<file path="src/rtl/pmst_pkg.sv">
package pmst_pkg;

  // Fixed field widths of the edge and result words.
  localparam int unsigned VertexW = 5;
  localparam int unsigned WeightW = 16;
  localparam int unsigned CountW  = 6;
  localparam int unsigned CostW   = 21;

  // Widest vertex index and weight any configuration of the block may use.
  localparam int unsigned AddrW = 6;
  localparam int unsigned DataW = 32;

  // Compare width wide enough for a vertex field and any vertex count.
  localparam int unsigned CmpW = 7;

  localparam logic [CountW-1:0] VcountReset = 6'd32;

  // Commands broadcast from the sequencer to every cell of the row.
  typedef struct packed {
    logic             init;
    logic             rd;
    logic             upd;
    logic             wr;
    logic             clr;
    logic [AddrW-1:0] a;
    logic [AddrW-1:0] b;
    logic [AddrW-1:0] src;
    logic [AddrW-1:0] clr_addr;
    logic [DataW-1:0] w;
  } cell_ctl_t;

endpackage

</file>
<file path="src/rtl/pmst_cell.sv">
module pmst_cell #(
  parameter int unsigned MaxV       = 32,
  parameter int unsigned WeightBits = 16,
  parameter int unsigned Index      = 0
) (
  input  logic                              clk_i,
  input  pmst_pkg::cell_ctl_t               ctl_i,
  input  logic [$clog2(MaxV+1)-1:0]         n_i,
  input  logic [WeightBits:0]               ch_key_i,
  input  logic [$clog2(MaxV)-1:0]           ch_idx_i,
  output logic [WeightBits:0]               ch_key_o,
  output logic [$clog2(MaxV)-1:0]           ch_idx_o,
  output logic [WeightBits:0]               key_o,
  output logic [$clog2(MaxV)-1:0]           parent_o
);

  localparam int unsigned IW = $clog2(MaxV);
  localparam int unsigned NW = $clog2(MaxV + 1);
  localparam int unsigned KW = WeightBits + 1;
  localparam logic [IW-1:0] MyIdx  = IW'(Index);
  localparam logic [KW-1:0] KeyInf = {1'b1, {WeightBits{1'b0}}};

  // Column of the adjacency matrix that belongs to this vertex.
  logic [WeightBits-1:0] mem [MaxV];
  logic [WeightBits-1:0] rd_q;
  logic                  we;
  logic [IW-1:0]         waddr;
  logic [WeightBits-1:0] wdata;

  logic [KW-1:0] key_q;
  logic [IW-1:0] par_q;
  logic          it_q;
  logic [KW-1:0] ch_key_q;
  logic [IW-1:0] ch_idx_q;
  logic          cand;
  logic          take;
  logic [IW-1:0] src;

  assign src = ctl_i.src[IW-1:0];

  // An edge lands in the column of each endpoint, at the other endpoint's row.
  always_comb begin
    we    = 1'b0;
    waddr = ctl_i.a[IW-1:0];
    wdata = ctl_i.w[WeightBits-1:0];
    if (ctl_i.clr) begin
      we    = 1'b1;
      waddr = ctl_i.clr_addr[IW-1:0];
      wdata = '0;
    end else if (ctl_i.wr) begin
      if (ctl_i.a[IW-1:0] == MyIdx) begin
        we    = 1'b1;
        waddr = ctl_i.b[IW-1:0];
      end else if (ctl_i.b[IW-1:0] == MyIdx) begin
        we    = 1'b1;
        waddr = ctl_i.a[IW-1:0];
      end
    end
  end

  always_ff @(posedge clk_i) begin
    if (we) begin
      mem[waddr] <= wdata;
    end
    if (ctl_i.rd) begin
      rd_q <= mem[src];
    end
  end

  // Prim work state of this vertex.
  always_ff @(posedge clk_i) begin
    if (ctl_i.init) begin
      key_q <= (Index == 0) ? '0 : KeyInf;
      par_q <= '0;
      it_q  <= 1'b0;
    end else begin
      if (ctl_i.rd && src == MyIdx) begin
        it_q <= 1'b1;
      end
      if (ctl_i.upd && !it_q && rd_q != '0 && {1'b0, rd_q} < key_q) begin
        key_q <= {1'b0, rd_q};
        par_q <= src;
      end
    end
  end

  // Running minimum passed down the row; a strict compare keeps the lower index.
  assign cand = !it_q && (NW'(Index) < n_i);
  assign take = cand && (key_q < ch_key_i);

  always_ff @(posedge clk_i) begin
    ch_key_q <= take ? key_q : ch_key_i;
    ch_idx_q <= take ? MyIdx : ch_idx_i;
  end

  assign ch_key_o = ch_key_q;
  assign ch_idx_o = ch_idx_q;
  assign key_o    = key_q;
  assign parent_o = par_q;

endmodule

</file>
<file path="config.mk">
export PLATFORM = sky130hd
export DESIGN_NAME = pmst_cell
export DESIGN_NICKNAME = d
export VERILOG_FILES = /design/src/rtl/pmst_pkg.sv /design/src/rtl/pmst_cell.sv
export SDC_FILE = /design/constraint.sdc
export NUM_CORES = 1
export LEC_CHECK = 0
export BUFFER_PORTS_ARGS = -buffer_cell sky130_fd_sc_hd__clkbuf_2
export CORE_UTILIZATION = 60
export CTS_BUF_LIST = sky130_fd_sc_hd__clkbuf_8
export DETAILED_ROUTE_END_ITERATION = 8
export PLACE_DENSITY = 0.9
export SLEW_MARGIN = 20
export SYNTH_ARGS = -nofsm -noshare
export SYNTH_HDL_FRONTEND = slang
export SYNTH_SLANG_ARGS = --single-unit
</file>
<file path="constraint.sdc">
create_clock -name clk_i -period 2.81 [get_ports clk_i]
set_input_delay 0.4215 -clock clk_i [delete_from_list [all_inputs] [get_ports clk_i]]
set_output_delay 0.4215 -clock clk_i [all_outputs]
set_load 0.02 [all_outputs]
</file>
**Yosys cells after proc, flatten, opt, wreduce, memory -nomap -nowiden**

Memory sizes are Yosys's and may differ from the RTL's. A register that Yosys moved wholly into a read port is not among the register bits.
Cells that the tools add are included.

- Bits in registers: 44
- Bits in writable memories: 512
- Bits of input ports: 90
- Output and inout port bits: 44
- Word-level logic and storage cells: 32
- Memories kept: 1

- $lt $le $gt $ge: 3
- Multiplexer cells: 11
- Reduce and logical (&&, ||, !) cells: 11

Memory list:

| name | depth | bits a word | rd ports | clocked after memory_dff | wr ports | line | source |
|---|---|---|---|---|---|---|---|
| mem | 32 | 16 | 1 | 1 | 1 | pmst_cell.sv:24 | `logic [WeightBits-1:0] mem [MaxV];` |

Operator list:

| kind | number |
|---|---|
| two-way mux 16 bit | 2 |
| less-than comparator 16 x 17 -> 1 bit | 1 |
| less-than comparator 16 bit | 1 |
| nonzero test 16 bit | 1 |
| zero test 5 bit | 3 |
| two-way mux 5 bit | 3 |
| logical AND 1 bit | 6 |
| less-than comparator 1 x 6 -> 1 bit (first input constant) | 1 |
| two-way mux 1 bit | 6 |
| zero test 1 bit | 1 |

**Depth between registers and ports, before layout**

Gate-level depths: netlist (run 1).

- Depth in word-level cells: 7
- Depth in mapped cells: 9
- Mapped depth without buffers: 7

**Least setup slack after synthesis (run 1)**

No wires, ideal clock.

- Kind: in2reg
- From: input port ctl_i[45] in the netlist's numbering
- To: memory mem[17][0] (enable)
- Setup time: 0.388 ns
- Arrival time: 2.198 ns
- Data required time: 2.422 ns
- Setup slack: 0.224 ns
- Stages: 5
- Buffers on the path: 0
- Cells stage by stage: or4_1 > o2bb2ai_1 > a21o_1 > nand3_1 > nor2_1

- Cells in the longest elaborated chain, start to end: 7
- Elaborated cells between the ends (all ways): 10
- Those cells by class: 9 x mux; 1 x reduce/logical

RTL lines:

| item | line | source |
|---|---|---|
| start: declaration | pmst_cell.sv:7 | `input pmst_pkg::cell_ctl_t ctl_i,` |
| zero test 5 bit | pmst_cell.sv:54 | `end else if (ctl_i.b[IW-1:0] == MyIdx) begin` |
| two-way mux 1 bit | pmst_cell.sv:54 |  |
| two-way mux 1 bit | pmst_cell.sv:51 | `if (ctl_i.a[IW-1:0] == MyIdx) begin` |
| two-way mux 1 bit | pmst_cell.sv:50 | `end else if (ctl_i.wr) begin` |
| two-way mux 1 bit | pmst_cell.sv:46 | `if (ctl_i.clr) begin` |
| two-way mux 1 bit | pmst_cell.sv:62 | `if (we) begin` |
| two-way mux 1 bit (not written as such) | pmst_cell.sv:63 | `mem[waddr] <= wdata;` |
| end: declaration | pmst_cell.sv:24 |  |

Several ways; a longest one is shown, not always the timed one.

**Worst setup path after layout (run 1)**

- From: register key_q[12] (netlist: key_o[12])
- To: register ch_idx_q[3] (netlist: ch_idx_o[3])

- Cells in the longest elaborated chain, start to end: 2

RTL lines:

| item | line | source |
|---|---|---|
| start: declaration | pmst_cell.sv:30 | `logic [KW-1:0] key_q;` |
| start signal: assignment | pmst_cell.sv:73 | `key_q <= (Index == 0) ? '0 : KeyInf;` |
| start signal: assignment | pmst_cell.sv:81 | `key_q <= {1'b0, rd_q};` |
| less-than comparator 16 x 17 -> 1 bit | pmst_cell.sv:89 | `assign take = cand && (key_q < ch_key_i);` |
| logical AND 1 bit | pmst_cell.sv:89 |  |
| end signal: assignment | pmst_cell.sv:93 | `ch_idx_q <= take ? MyIdx : ch_idx_i;` |
| end: declaration | pmst_cell.sv:34 | `logic [IW-1:0] ch_idx_q;` |

Every way passes these cells.
A chain may end at the register's enable or synchronous reset.

==> flow_summary.yaml, run 1 <==
sta:
  worst_pin_slew_ns: 0.800
  slew_viol_final: 0
  fin_setup_tns_ns: 0
  post-route-min-period_ns: 2.41
  fin_crit_sh_pct: 85.7
  max_freq_mhz: 415
  fin_hold_ws_ns: 0.0377
  clock-skew-final_ns: 0.0453
  grt_setup_unrepaired: "no"
  hold_viol_final: 0
  relSlewSlack_pct: 46.4
  setup_violations: 0
grt:
  grt-ovfl-total: 0
  grt_start_max_net_pins: 44
  grt_pass1_wl_mm: 82.4
  antenna_found_initial: 0
  grtUsageTotal_pct: 28.5
  grt_pass1_vias: 14000
clock_network:
  ctsHoldBuffers: 0
  cts_buffers: 87
  postCtsSetupBuffers: 0
  cts_root_buffer: "clkbuf_8"
  cts_resized: 0
  insertion_delay_ns: 0.66
  cts_sinks: 572
  cts_tree: "done"
  cts_max_level: 3
  clk_pin_slew_ns: 0.06
  cts_buffer_depth: 3
logic_synthesis:
  yosysSeqAreaShare_pct: 71.2
  synth_area_um2: 23500
  synth-edff-count: 528
  syn_nets: 1478
  yosysMostFrequentCell: "edfxtp_1"
  synth_cell_types: 55
  synthCells: 1358
  synth_top_flop_cell: "edfxtp_1"
  ys_seq_elements: 572
  synthArstFlopShare_pct: 0
  ys_top_cells_by_area: "edfxtp_1 (67%), mux2i_1 (7.7%), mux4_2 (6.1%)"
  avgSynthCellArea_um2: 17.3
  synth-warning-count: 0
  synth_top_area_cell: "edfxtp_1"
  synthTopCellsByCount: "edfxtp_1 (528), mux2i_1 (181), mux4_2 (64)"
  synth_top_area_share_pct: 67.4
worst_setup_path:
  critPathMaxFanout: 17
  critPathKind: "register to register"
  crit_arrival_ns: 2.90
  cp_top_family: "simple AND/OR/NAND/NOR gates"
  crit_chain: "ha_1 -> a21oi_2 -> nand2_1 -> or4_1 -> buf_4 -> o21ai_2 -> a21boi_0"
  cp_slowest_stage_delay_ns: 0.52
  cp_num_buf_inv: 1
  crit_path_start_kind: "register"
  slowest_stage: "or4_1"
  critPathRequiredTime_ns: 3.30
  endpoint_kind: "register"
floorplan:
  dieArea_um2: 40000
  num_rows: 72
  die_w_um: 200
  die_y_um: 200
  start_util_pct: 60.8
  io-pin-count: 134
  fp.coreArea_um2: 38600
route:
  wl_per_cell_um: 25.5
  postRouteWirelength_mm: 55.2
  ant_nets: 0
  dr.pass1.iters: 5
  viasPerCell: 6.34
  num_vias: 13700
  route.detailed.drc: 0
  drt_iter0_drc: 1370
hold_path:
  min_path_type: "input port to register"
run:
  cap_violations: 0
power_and_ir_drop:
  p_leak_nw: 9.08
  swShare_pct: 23.9
  switching_power_w: 0.00415
  seqPwrFrac_pct: 55.5
  irDropWorstVdd_uv: 503
  pwr-share-comb_pct: 8.8
  power.share.clock_pct: 35.7
  p_per_area_nw_per_um2: 642
  p_int_w: 0.0132
placement:
  port_buffers: 112
  placed_cell_area_um2: 25500
  hpwl_mm: 34.7
  place_congestion: 0.869
final_layout:
  design_area_um2: 27000
  num-fill-cells: 2252
  drive_gt1_share_pct: 25.5
  fin_nets: 1695
  syn2layout_area_growth_pct: 15.0
  diodes: 0
status:
  outcome: "complete, no violations"
==> per-layer routing <==
layer / vias up / wire (um) / GRT usage (%)
met3: 172 / 5330 / 5.54
met4: 0 / 2380 / 14.3
li1: 5906 / - / -
met2: 885 / 27300 / 47.5
met1: 6757 / 20100 / 36.0
met5: - / 0 / 0
==> final cells by class <==
cell class              count  area, um2  share of cell area [%]
clock buffers              90       1240                    4.58
clock inverters            69        337                    1.25
inverters                  34        128                   0.472
multi-input cells         672       6290                    23.3
flip-flops and latches    572      16700                    61.9
well taps                 518        648                    2.40
repair buffers            208       1650                    6.12
==> stage by stage <==
step                      util (%)  cells  worst slack [ns]  total power, W
after floorplan                  -   1358             0.224          0.0107
after global placement        65.9   2004             0.153          0.0112
after detailed placement      65.9   2004             0.108          0.0113
after CTS                     69.9   2163             0.399          0.0174
after global routing          69.9   2163             0.252          0.0179
final                         69.9   2163             0.401          0.0174
==> worst paths after layout <==
path	from	to	slack (ns)	depth (start not counted)
hold / removal	ch_idx_i[2]	ch_idx_o[2]$_SDFF_PP0_	0.04	2
setup reg to reg	key_o[12]$_SDFFE_PP0P_	ch_idx_o[3]$_SDFF_PP0_	0.40	7
hold reg to reg	parent_o[4]$_SDFFE_PP0P_	parent_o[4]$_SDFFE_PP0P_	0.47	2
setup / recovery	key_o[12]$_SDFFE_PP0P_	ch_idx_o[3]$_SDFF_PP0_	0.40	7
==> cells by family (layout without fill, tap and decap cells) <==
logic type | after synthesis | in the layout | share of synthesized area, %
buffers and inverters | 114 | 401 | 2.35
AND/OR/NAND/NOR | 190 | 190 | 4.39
flip-flops | 572 | 572 | 71.2
other | 1 | 1 | 0.0160
AO/OA/AOI/OAI | 206 | 206 | 6.62
adder cells (fa/ha/maj) | 30 | 30 | 1.60
multiplexers | 245 | 245 | 13.8
==> registers in the layout, summed over array words and instances, names as in the netlist <==
name / count
mem: 512
ch_key_o: 17
key_o: 16
rd_q: 16
ch_idx_o: 5
parent_o: 5
it_q: 1
==> power groups by stage <==
stage               combinational, W  clock, W  sequential, W
floorplan                   0.000848         0        0.00987
detailed placement           0.00150         0        0.00981
global placement             0.00143         0        0.00979
CTS                          0.00151   0.00626        0.00964
finish                       0.00153   0.00619        0.00964
global route                 0.00162   0.00664        0.00965
==> cells in the final DEF, fill, tap and decap left out, types with 29 or more instances in the layout <==
master,n
clkbuf_2,110
a21oi_1,38
buf_4,67
buf_12,29
edfxtp_1,528
inv_1,64
mux4_2,64
ha_1,30
dfxtp_1,44
nor2_1,48
clkbuf_8,90
mux2i_1,181
nand2b_1,46
(Power assumes the default switching activity.)
==> inputs of run 2 (changes only) <==
GPL_TIMING_DRIVEN = 0   (was default)
==> flow_summary.yaml, run 2 (synthesized netlist as in run 1, its figures left out) <==
status:
  outcome: "complete, no violations"
clock_network:
  cts_root_buffer: "clkbuf_8"
  cts_tree: "done"
  cts_buffer_depth: 3
  postCtsSetupBuffers: 0
  cts_sinks: 572
  insertion_delay_ns: 0.66
  clk_pin_slew_ns: 0.06
  cts_max_level: 3
  cts_buffers: 87
sta:
  max_freq_mhz: 368
  slew_viol_final: 0
  post-route-min-period_ns: 2.71
  worst_pin_slew_ns: 1.01
  worst_slack_ns: 0.0957
  clock-skew-final_ns: 0.0328
  fin_crit_sh_pct: 96.6
  hold_viol_final: 0
  fin_setup_tns_ns: 0
  grt_setup_unrepaired: "no"
  relSlewSlack_pct: 32.7
  setup_violations: 0
final_layout:
  design_area_um2: 26800
  drive_gt1_share_pct: 25.3
  diodes: 0
  top_register: "mem"
  multi_input_area_um2: 6410
  syn2layout_area_growth_pct: 14.0
  num-fill-cells: 2278
  mostFrequentLayoutCell: "edfxtp_1"
  regArea_um2: 16700
  fin_nets: 1699
  final_cell_mix: "edfxtp_1 (528), mux2i_1 (181), clkbuf_2 (112)"
  largest_reg_flops: 512
grt:
  grtUsageTotal_pct: 28.8
  grt_pass1_vias: 14000
  grt_pass1_wl_mm: 82.9
  antenna_found_initial: 0
  grt-ovfl-total: 0
  grt_start_max_net_pins: 33
floorplan:
  io-pin-count: 134
  die_w_um: 200
  die_y_um: 200
  start_util_pct: 60.8
  dieArea_um2: 40000
  num_rows: 72
  fp.coreArea_um2: 38600
worst_setup_path:
  critPathKind: "input port to register"
  startpoint: "ctl_i[50]"
  crit_chain: "clkbuf_2 -> nor4_4 -> a31oi_1 -> o21ai_0 -> nand3_1 -> nor2_2"
  crit_arrival_ns: 2.98
  cp_num_buf_inv: 1
  endpoint_kind: "register"
  cp_slowest_stage_delay_ns: 0.89
  reg2reg_from: "key_o[12]$_SDFFE_PP0P_"
  critPathRequiredTime_ns: 3.07
  slowest_stage: "nor2_2"
  crit_path_start_kind: "input port"
  critPathMaxFanout: 16
  cp_top_family: "simple AND/OR/NAND/NOR gates"
power_and_ir_drop:
  irDropWorstVdd_uv: 588
  p_leak_nw: 8.90
  p_per_area_nw_per_um2: 658
placement:
  hpwl_mm: 37.6
  port_buffers: 110
  place_congestion: 0.917
  place_ws_ns: -0.408
  placed_cell_area_um2: 25100
route:
  drt_iter0_drc: 1498
  dr.pass1.iters: 5
  postRouteWirelength_mm: 56.4
  ant_nets: 0
  viasPerCell: 6.44
  num_vias: 14000
  wl_per_cell_um: 26.0
  route.detailed.drc: 0
run:
  cap_violations: 0
hold_path:
  min_from: "ch_idx_i[4]"
  min_path_type: "input port to register"
==> run 2: worst reg2reg max path, stage by stage, from the launching register on <==
cell and delay (ns):
dfxtp_1 0.38, ha_1 0.37, o2111ai_1 0.14, a31oi_1 0.59, clkbuf_1 0.48, nor4_1 0.11, a41oi_1 0.22, o211ai_1 0.12
==> run 2: per-stage QoR <==
step	util (%)	instances	hold slack [ns]	power [W]
after floorplan	-	1358	0.485	0.0107
after global placement	63.9	1986	0.462	0.0112
after detailed placement	65.1	2005	0.475	0.0113
after CTS	69.4	2167	0.00173	0.0176
after global routing	69.4	2167	0.00909	0.0181
final	69.4	2167	0.0335	0.0176
==> run 2: routing by layer <==
metal	global-route usage (%)	wire length, um	vias to the layer above
met3	7.73	6970	203
met5	0	0	-
met1	35.5	19500	6766
met4	13.9	2800	0
li1	-	-	5916
met2	47.6	27100	1078
==> run 2: layout make-up <==
class	count	share of cell area, %
sequential	572	62.4
multi-input combinational	672	23.9
clock buffer	89	4.57
timing repair buffer	132	3.09
tap	518	2.42
buffer	80	1.59
clock inverter	70	1.52
inverter	34	0.476
==> run 2: report_power, final <==
part           internal (W)  leakage, nW  switching (W)
sequential          0.00953         4.56       0.000102
combinational      0.000554         3.43       0.000979
clock               0.00326        0.909        0.00321
==> run 2: worst paths after layout <==
check                                                end  depth (start not counted)  slack [ns]
worst max-delay path                mem[31][4]$_DFFE_PP_                          6         0.1
worst min-delay path              ch_idx_o[4]$_SDFF_PP0_                          2        0.03
worst max register to register      ch_key_o[11]$_DFF_P_                          7        0.29
worst min register to register  parent_o[2]$_SDFFE_PP0P_                          2        0.48
==> run 2: what timing repair did <==
action	in CTS	in global routing
hold endpoints to repair	3	0
gates resized for setup	0	0
hold buffers	3	0
